$ cat src/design/fspa_pkg.sv
// Package: shared types, constants and codes for the flat-shaded primitive assembler.
`timescale 1ns / 1ps
`default_nettype none
package fspa_pkg;
    localparam int INDEX_WIDTH_DEF = 16;
    localparam int COORD_WIDTH_DEF = 16;
    localparam int P_W = 48;
    localparam int COLOR_W = 32;
    localparam int LANE_W = 16;

    localparam logic [1:0] CMD_TRI   = 2'd0;
    localparam logic [1:0] CMD_QUAD  = 2'd1;
    localparam logic [1:0] CMD_CLEAR = 2'd2;

    typedef enum logic [3:0] {
        ST_IDLE,
        ST_NORM,
        ST_SQRT,
        ST_DIV,
        ST_EMIT
    } state_t;

    typedef struct packed {
        logic load;
        logic norm_step;
        logic sqrt_init;
        logic sqrt_step;
        logic div_init;
        logic div_step;
        logic out_load;
        logic [2:0] out_sel;
        logic out_last;
    } cmd_t;

    typedef struct packed {
        logic zero;
        logic norm_done;
        logic sqrt_done;
        logic div_done;
    } stat_t;
endpackage
`default_nettype wire

$ cat src/design/fspa_ctrl.sv
// Controller: sequences normalization, root, divide and result beats.
`timescale 1ns / 1ps
`default_nettype none
module fspa_ctrl
(
    input  wire logic           clk,
    input  wire logic           rst_n,
    input  wire logic           in_fire,
    input  wire logic [1:0]     in_cmd,
    input  wire logic           out_free,
    input  wire fspa_pkg::stat_t st,
    output fspa_pkg::cmd_t      cm,
    output logic                in_ready
);
    import fspa_pkg::*;

    state_t state_reg, state_next;
    logic   quad_reg, quad_next;
    logic [2:0] beat_reg, beat_next;

    always_ff @(posedge clk or negedge rst_n)
    begin
        if (!rst_n)
        begin
            state_reg <= ST_IDLE;
            quad_reg  <= 1'b0;
            beat_reg  <= '0;
        end
        else
        begin
            state_reg <= state_next;
            quad_reg  <= quad_next;
            beat_reg  <= beat_next;
        end
    end

    always_comb
    begin
        state_next = state_reg;
        quad_next  = quad_reg;
        beat_next  = beat_reg;
        cm         = '0;
        in_ready   = 1'b0;
        case (state_reg)
            ST_IDLE:
            begin
                in_ready = 1'b1;
                if (in_fire && (in_cmd == CMD_TRI || in_cmd == CMD_QUAD))
                begin
                    cm.load    = 1'b1;
                    quad_next  = (in_cmd == CMD_QUAD);
                    state_next = ST_NORM;
                end
            end
            ST_NORM:
            begin
                if (st.zero)
                begin
                    beat_next  = '0;
                    state_next = ST_EMIT;
                end
                else if (st.norm_done)
                begin
                    cm.sqrt_init = 1'b1;
                    state_next   = ST_SQRT;
                end
                else
                    cm.norm_step = 1'b1;
            end
            ST_SQRT:
            begin
                if (st.sqrt_done)
                begin
                    cm.div_init = 1'b1;
                    state_next  = ST_DIV;
                end
                else
                    cm.sqrt_step = 1'b1;
            end
            ST_DIV:
            begin
                if (st.div_done)
                begin
                    beat_next  = '0;
                    state_next = ST_EMIT;
                end
                else
                    cm.div_step = 1'b1;
            end
            ST_EMIT:
            begin
                if (out_free)
                begin
                    cm.out_load = 1'b1;
                    // out_sel 0..3 vertices, 4 first triple, 5 second triple; a triangle ends with 4 at beat 3
                    if (!quad_reg && beat_reg == 3'd3)
                        cm.out_sel = 3'd4;
                    else if (quad_reg && beat_reg == 3'd5)
                        cm.out_sel = 3'd5;
                    else
                        cm.out_sel = beat_reg;
                    cm.out_last = (quad_reg && beat_reg == 3'd5) ||
                                  (!quad_reg && beat_reg == 3'd3);
                    beat_next = beat_reg + 3'd1;
                    if (cm.out_last)
                        state_next = ST_IDLE;
                end
            end
            default:
                state_next = ST_IDLE;
        endcase
    end
endmodule
`default_nettype wire

$ cat config.mk
export PLATFORM = sky130hd
export DESIGN_NAME = fspa_ctrl
export DESIGN_NICKNAME = d
export VERILOG_FILES = /design/src/design/fspa_pkg.sv /design/src/design/fspa_ctrl.sv
export SDC_FILE = /design/constraint.sdc
export NUM_CORES = 1
export LEC_CHECK = 0
export BUFFER_PORTS_ARGS = -buffer_cell sky130_fd_sc_hd__clkbuf_2
export CORE_MARGIN = 3
export CORE_UTILIZATION = 40
export CTS_CLUSTER_SIZE = 8
export DETAILED_ROUTE_END_ITERATION = 10
export PLACE_DENSITY = 0.79
export SETUP_SLACK_MARGIN = 0.02
export SYNTH_ARGS = -nofsm -noshare
export SYNTH_HDL_FRONTEND = slang
export SYNTH_SLANG_ARGS = --single-unit
export TNS_END_PERCENT = 5
$ cat constraint.sdc
create_clock -name clk -period 1.41 [get_ports clk]
set_input_delay 0.282 -clock clk [delete_from_list [all_inputs] [get_ports clk]]
set_output_delay 0.282 -clock clk [all_outputs]
set_load 0.005 [all_outputs]
==> results_dict.tcl, run 1 <==
set metrics [dict create \
    synth_commonest_cells "7 x dfrtp_1, 6 x inv_1, 6 x nor2_1" \
    fin_ws_ns -0.240 \
    cts_buffer_depth 2 \
    fin_cells 113 \
    ios 22 \
    start_util_pct 44.3 \
    synth_area_per_cell_um2 9.80 \
    syn_to_final_growth_pct 59.6 \
    worst-setup-path-type "reg2out" \
    cts_tree "done" \
    fin_worst_skew_ns 0.00458 \
    portBuffers 21 \
    layout.nets 113 \
    grt_util_all_layers_pct 17.0 \
    slew_violations 0 \
    syn-instance-count 61 \
    placed_cells 102 \
    slowest_delay_ns 0.45 \
    final-setup-viol-count 15 \
    ff2ff_setup_slack_ns -0.13 \
    htreeDepth 1 \
    endpoint_kind "primary output" \
    tightest_slew_ns 0.341 \
    max_slew_margin_pct 76.6 \
    yosys_warnings 0 \
    dieArea_um2 1990 \
    worstHoldPathType "in2reg" \
    synth.mux.area_fraction_pct 9.00 \
    tns_ns -2.04 \
    min_period_ns 1.65 \
    syn-cell-area_um2 598 \
    crit_fanout 3 \
    synthXorXnorAreaFrac_pct 0 \
    synth_compound_area_share_pct 11.9 \
    antenna_found_initial 0 \
    layout-drive-gt1-share_pct 63.3 \
    yosysMostFrequentCell "dfrtp_1" \
    path_cells "ha_4, ha_4, inv_2, o2111a_1, clkbuf_2" \
    path_depth 5 \
    synth_top_family_by_area "simple AND/OR/NAND/NOR gates" \
    yosysSeqAreaShare_pct 29.3 \
    p_leak_nw 0.458 \
    grt_setup_unrepaired "yes" \
    synthDominantCellAreaShare_pct 29.3 \
    synth_edf_count 0 \
    drtIter0Drc 4 \
    cp.arrival_ns 1.37 \
    drtAntennaViolNets 0 \
    grt_pass1_wl_um 2460 \
    diodes 0 \
    ir_worst_vdd_mv 0.809 \
    die_w_um 44.7 \
    clkTransAtPathRegs_ns 0.05 \
    fill_cells 106 \
    vias 571 \
    coreArea_um2 1350 \
    status "finished, violations left" \
    crit_family "flip-flops" \
    post-place-ws_ns -0.0628 \
    grt_pass1_vias 585 \
    first_pass_iters 4 \
    r2r_start "state_reg[1]" \
    power.density_nw_per_um2 1570 \
    die_y_um 44.7 \
    hold_violations 0 \
    crit_required_ns 1.13 \
    std_cell_rows 13 \
    synth_seq_cells 7 \
    remaining_drc_errors 0 \
    cts-buffers-inserted 3 \
    routed_wl_um 1470 \
    synthAdderAreaFrac_pct 8.37 \
    synth_flop_cell "dfrtp_1" \
    hpwlAfterDp_um 1040 \
    fmax_mhz 606 \
    root_buffer "clkbuf_4" \
    cp_num_buf_inv 2 \
    post-route-period-util_pct 117 \
    worstHoldStart "in_cmd[0]" \
    ys_types 29 \
    syn_nets 75 \
    crit_top_cell "ha_4" \
    vias_per_cell 5.05 \
    netlist_top_cells_area "dfrtp_1 29%, ha_1 8.4%, buf_6 5.6%" \
    yosysTopAreaCell "dfrtp_1" \
    worst-r2r-cell-count 5 \
    whs_path_depth 2 \
    whs_ns 0.264 \
    wl_per_cell_um 13.0 \
    startpoint "beat_reg[0]" \
    routabilityCongestion 0.691 \
    grt_overflow_total 0 \
    insertion_delay_ns 0.25 \
    drv_cap 0 \
    grt_max_degree 11 \
    async_flop_share_pct 100 \
    cts_num_sinks 7 \
    critPathLaunchType "flip-flop" \
    violations "setup timing" \
    cp_slowest_cell "dfrtp_2" \
    synth_simple_gate_area_share_pct 32.0 \
]
metal layers:
metal,part of all wire (%),track usage (%)
met1,42,19.6
met4,0,7.23
met3,4.4,3.66
met2,54,29.8
met5,0,0
metrics by stage:
step | power [mW] | util (%) | instance area (µm²)
4_1_cts | 1.35 | 65.0 | 877
3_3_place_gp | 1.01 | 56.3 | 759
6_report | 1.50 | 70.7 | 955
2_1_floorplan | 0.803 | - | 609
5_1_grt | 1.66 | 70.7 | 955
3_5_place_dp | 1.03 | 56.3 | 759
final timing paths:
| path | to |
|---|---|
| min reg2reg | beat_reg[1] |
| min | quad_reg |
| min in group asynchronous | quad_reg |
| max in group asynchronous | beat_reg[1] |
| max reg2reg | beat_reg[1] |
| max | cm[2] |
repair_timing:
item,in CTS,in global routing
setup endpoints to repair,16,17
endpoints found under the hold margin,7,0
resized for setup,15,18
hold buffers,1,0
buffers inserted,3,4
pin swaps,6,8
cells by family after synthesis:
family / Yosys count
flops: 7
simple gates: 26
compound gates: 10
mux: 5
buf+inv: 9
fa+ha+maj: 4
layout make-up:
cell class / instances / area (µm²) / area share [%]
Multi-Input combinational cell: 45 / 474 / 49.7
Timing Repair Buffer: 36 / 231 / 24.2
Sequential cell: 7 / 181 / 19.0
Clock buffer: 4 / 26.3 / 2.75
Inverter: 6 / 22.5 / 2.36
Tap cell: 15 / 18.8 / 1.97
cells in the final DEF (no fill, tap or decap), types with 2 or more instances in the layout:
cell type	instances
dfrtp_1	2
inv_1	4
nor2_1	6
and2_1	2
nor3_2	2
mux2i_1	2
a21oi_1	2
ha_4	3
a21oi_2	2
inv_2	2
nand2b_1	3
dfrtp_2	5
buf_6	3
clkbuf_2	15
buf_2	6
clkbuf_4	3
buf_4	11
power breakdown:
part | switching (mW) | internal, mW | total, mW
sequential | 0.147 | 0.283 | 0.430
clock | 0.0721 | 0.108 | 0.180
combinational | 0.347 | 0.543 | 0.890
total | 0.566 | 0.934 | 1.50
worst register-to-register path, cell delays in order, from the launching register on:
cell and delay (ns):
dfrtp_2 0.45, nand4bb_4 0.26, buf_4 0.15, buf_4 0.14
o21ai_4 0.07, mux2_1 0.34
No activity file was read; power rests on OpenSTA's default activity.
==> inputs of run 2 (changes only) <==
SETUP_SLACK_MARGIN = 0.15   (was 0.02)
==> results_dict.tcl, run 2 (synthesis gave the netlist of run 1 again) <==
set metrics [dict create \
    min_period_ns 1.66 \
    startpoint "state_reg[1]" \
    drtIter0Drc 7 \
    final_cell_area_um2 891 \
    worstHoldStart "in_cmd[0]" \
    final_util_pct 66.0 \
    dpl_cell_area_um2 754 \
    layout_common_cells "21 x clkbuf_2, 10 x buf_4, 6 x nor2_1" \
    crit_required_ns 1.13 \
    hpwlAfterDp_um 1020 \
    grt_pass1_wl_um 2180 \
    violations "setup timing" \
    layout_commonest_cell "clkbuf_2" \
    hold_violations 0 \
    tns_ns -2.33 \
    layout-drive-gt1-share_pct 58.9 \
    remaining_drc_errors 0 \
    ff2ff_setup_slack_ns -0.18 \
    die_w_um 44.7 \
    r2r_start "state_reg[1]" \
    cp.arrival_ns 1.38 \
    vias 588 \
    grt_overflow_total 0 \
    finalPower_mw 1.43 \
    power.density_nw_per_um2 1600 \
    drv_cap 0 \
    endpoint_kind "primary output" \
    first_pass_iters 4 \
    htreeDepth 1 \
    fin_ws_ns -0.253 \
    routabilityCongestion 0.731 \
    post-route-period-util_pct 118 \
    portBuffers 21 \
    max_slew_margin_pct 79.9 \
    cts-buffers-inserted 3 \
    fmax_mhz 601 \
    post-place-ws_ns -0.0459 \
    dieArea_um2 1990 \
    cts_tree "done" \
    die_y_um 44.7 \
    grt_setup_unrepaired "yes" \
    routed_wl_um 1520 \
    syn_to_final_growth_pct 49.0 \
    grt_pass1_vias 547 \
    coreArea_um2 1350 \
    final-setup-viol-count 15 \
    status "finished, violations left" \
    worst-setup-path-type "reg2out" \
    antenna_found_initial 0 \
    start_util_pct 44.3 \
    crit_fanout 7 \
    tightest_slew_ns 0.300 \
    grt_max_degree 10 \
    insertion_delay_ns 0.26 \
    clkTransAtPathRegs_ns 0.06 \
    root_buffer "clkbuf_4" \
    fin_worst_skew_ns 0.00230 \
    slew_violations 0 \
    critPathLaunchType "flip-flop" \
    ios 22 \
    whs_ns 0.253 \
    drtAntennaViolNets 0 \
    std_cell_rows 13 \
    worstHoldPathType "in2reg" \
    ir_worst_vdd_mv 0.900 \
    grt_util_all_layers_pct 15.0 \
    placed_cells 101 \
    p_leak_nw 0.428 \
    fin_cells 110 \
    layout.nets 110 \
    vias_per_cell 5.35 \
    cts_num_sinks 7 \
    diodes 0 \
    fill_cells 109 \
    cts_buffer_depth 2 \
    wl_per_cell_um 13.8 \
]
run 2: changes by cell type in the layout (fill, tap and decap cells not counted), moves of 2 or more:
| cell | before | now |
|---|---|---|
| clkbuf_2 | 15 | 21 |
| nor3_2 | 2 | 0 |
| buf_2 | 6 | 0 |
| buf_6 | 3 | 1 |
| nor3_1 | 0 | 2 |
run 2: worst max-delay path: stages (launching register included):
cell and delay [ns]:
dfrtp_2 0.46, nand4bb_4 0.29, inv_2 0.08, o2111a_1 0.19, clkbuf_2 0.11
run 2: final cells by class:
cell class	instances	area, µm²	area share, %
Tap cell	15	18.8	2.11
Sequential cell	7	180	20.2
Multi-Input combinational cell	45	440	49.4
Clock inverter	1	5.00	0.562
Clock buffer	3	22.5	2.53
Timing Repair Buffer	33	201	22.6
Inverter	6	22.5	2.53
run 2: power breakdown:
part           switching [mW]  internal, mW
logic                   0.336         0.475
registers               0.143         0.280
clock network          0.0864         0.104
total                   0.566         0.859
run 2: repair_timing:
item / CTS / global route
endpoints found under the setup margin: 17 / 17
hold buffers: 1 / 0
gates resized for setup: 5 / 13
setup buffers: 1 / 3
hold endpoints to repair: 7 / 0
pin swaps: 2 / 4
run 2: final timing paths:
path,end,cells past startpoint
setup / recovery,cm[2],4
hold / removal,quad_reg,2
setup reg to reg,beat_reg[1],5
hold reg to reg,beat_reg[1],1
max in group asynchronous,state_reg[2],2
min in group asynchronous,beat_reg[1],2
run 2: per-layer routing:
| metal | GRT usage [%] | wire length [µm] |
|---|---|---|
| met2 | 26.4 | 795 |
| met4 | 10.8 | 23 |
| met5 | 0 | 0 |
| met3 | 2.44 | 62 |
| met1 | 16.0 | 635 |
==> inputs of run 3 (changes only) <==
CORE_UTILIZATION = 42   (was 40)
PLACE_DENSITY = 0.82   (was 0.79)
SLEW_MARGIN = 10   (was unset)
==> results_dict.tcl, run 3 (synthesis gave the netlist of run 1 again) <==
set metrics [dict create \
    grt-busiest-layer "met2" \
    post-route-period-util_pct 117 \
    ff2ff_setup_slack_ns -0.01 \
    coreArea_um2 1220 \
    portBuffers 21 \
    grt_util_all_layers_pct 16.3 \
    endpoint_kind "primary output" \
    crit_required_ns 1.13 \
    final_util_pct 70.0 \
    fin_worst_skew_ns 0.00255 \
    htreeDepth 1 \
    die_y_um 43.7 \
    dieArea_um2 1910 \
    worst-setup-path-type "reg2out" \
    drv_cap 0 \
    root_buffer "clkbuf_4" \
    layout_common_cells "18 x clkbuf_2, 6 x nor2_1, 5 x dfrtp_2" \
    drtIter0Drc 7 \
    die_w_um 43.7 \
    layout-drive-gt1-share_pct 56.7 \
    fin_ws_ns -0.233 \
    status "finished, violations left" \
    start_util_pct 49.2 \
    fill_cells 96 \
    ios 22 \
    cts_num_sinks 7 \
    worstHoldPathType "in2reg" \
    insertion_delay_ns 0.24 \
    drtAntennaViolNets 0 \
    grtUsageMet2_pct 30.8 \
    diodes 0 \
    max_slew_margin_pct 71.3 \
    min_period_ns 1.64 \
    grt_pass1_vias 551 \
    hpwlAfterDp_um 1030 \
    vias_per_cell 5.28 \
    slew_violations 0 \
    grt_setup_unrepaired "yes" \
    crit_fanout 8 \
    clkTransAtPathRegs_ns 0.05 \
    grtUsageMet3_pct 2.49 \
    fmax_mhz 609 \
    fin_cells 104 \
    layout_commonest_cell "clkbuf_2" \
    power.density_nw_per_um2 1560 \
    antenna_found_initial 0 \
    cts-buffers-inserted 3 \
    placed_cells 98 \
    std_cell_rows 12 \
    p_leak_nw 0.398 \
    grt_util_met1_pct 18.1 \
    layout.nets 105 \
    routabilityCongestion 0.783 \
    syn_to_final_growth_pct 42.3 \
    critPathLaunchType "flip-flop" \
    violations "setup timing" \
    cp.arrival_ns 1.36 \
    final-setup-viol-count 13 \
    grt_overflow_total 0 \
    multiInputGateArea_um2 435 \
    grt_max_degree 9 \
    ir_worst_vdd_mv 0.925 \
    grt_pass1_wl_um 2370 \
    wl_per_cell_um 13.8 \
    cts_tree "done" \
    cts_buffer_depth 2 \
    hold_violations 0 \
    first_pass_iters 3 \
    remaining_drc_errors 0 \
    vias 549 \
    tightest_slew_ns 0.425 \
    routed_wl_um 1430 \
    seqCellArea_um2 181 \
    post-place-ws_ns -0.0140 \
]
run 3: cell count changes in the layout (fill, tap and decap cells not counted), sizes merged:
cell | before | now
clkbuf | 24 | 22
clkinv | 1 | 0
buf | 11 | 9
run 3: layout make-up:
type	instances	share of cell area (%)
repair buffers	28	19.7
inverters	6	2.65
clock buffers	4	3.09
flip-flops and latches	7	21.3
multi-input cells	45	51.2
well taps	14	2.06
run 3: metrics by stage:
step | area (µm²) | hold slack, ns | TNS [ns] | power [mW]
3_5_place_dp | 738 | 0.123 | -0.0140 | 0.991
4_1_cts | 816 | 0.280 | -1.77 | 1.24
2_1_floorplan | 612 | -0.0136 | 0 | 0.808
5_1_grt | 851 | 0.283 | -2.67 | 1.43
3_3_place_gp | 738 | 0.122 | 0 | 0.972
6_report | 851 | 0.282 | -1.65 | 1.33
run 3: timing repair:
item | CTS | global route
resized for setup | 11 | 11
hold buffers | 1 | 0
endpoints found under the setup margin | 17 | 17
pin swaps | 4 | 1
setup buffers | 0 | 1
endpoints found under the hold margin | 7 | 0
run 3: path summary, 6_finish.rpt:
check / start / endpoint / cells past startpoint
worst max-delay path: state_reg[1] / cm[2] / 4
worst min-delay path: in_cmd[0] / quad_reg / 2
worst max register to register: state_reg[0] / state_reg[2] / 4
worst min register to register: beat_reg[1] / beat_reg[1] / 1
max in group asynchronous: rst_n / beat_reg[0] / 2
min in group asynchronous: rst_n / state_reg[0] / 2
run 3: worst max-delay path, cell delays in order (launching register included):
cell       delay (ns)
dfrtp_2          0.47
nand4bb_4        0.27
inv_2            0.09
o2111a_1         0.18
clkbuf_2         0.11
run 3: per-layer routing:
layer,wire (µm),vias up
li1,-,275
met1,647,260
met2,733,14
met3,51,0
met4,0,0
met5,0,-
run 3: power by group:
group | leakage, nW | switching, mW | internal [mW]
Clock | 0.0150 | 0.0679 | 0.108
Sequential | 0.0812 | 0.129 | 0.283
Combinational | 0.302 | 0.327 | 0.411
Total | 0.398 | 0.524 | 0.802
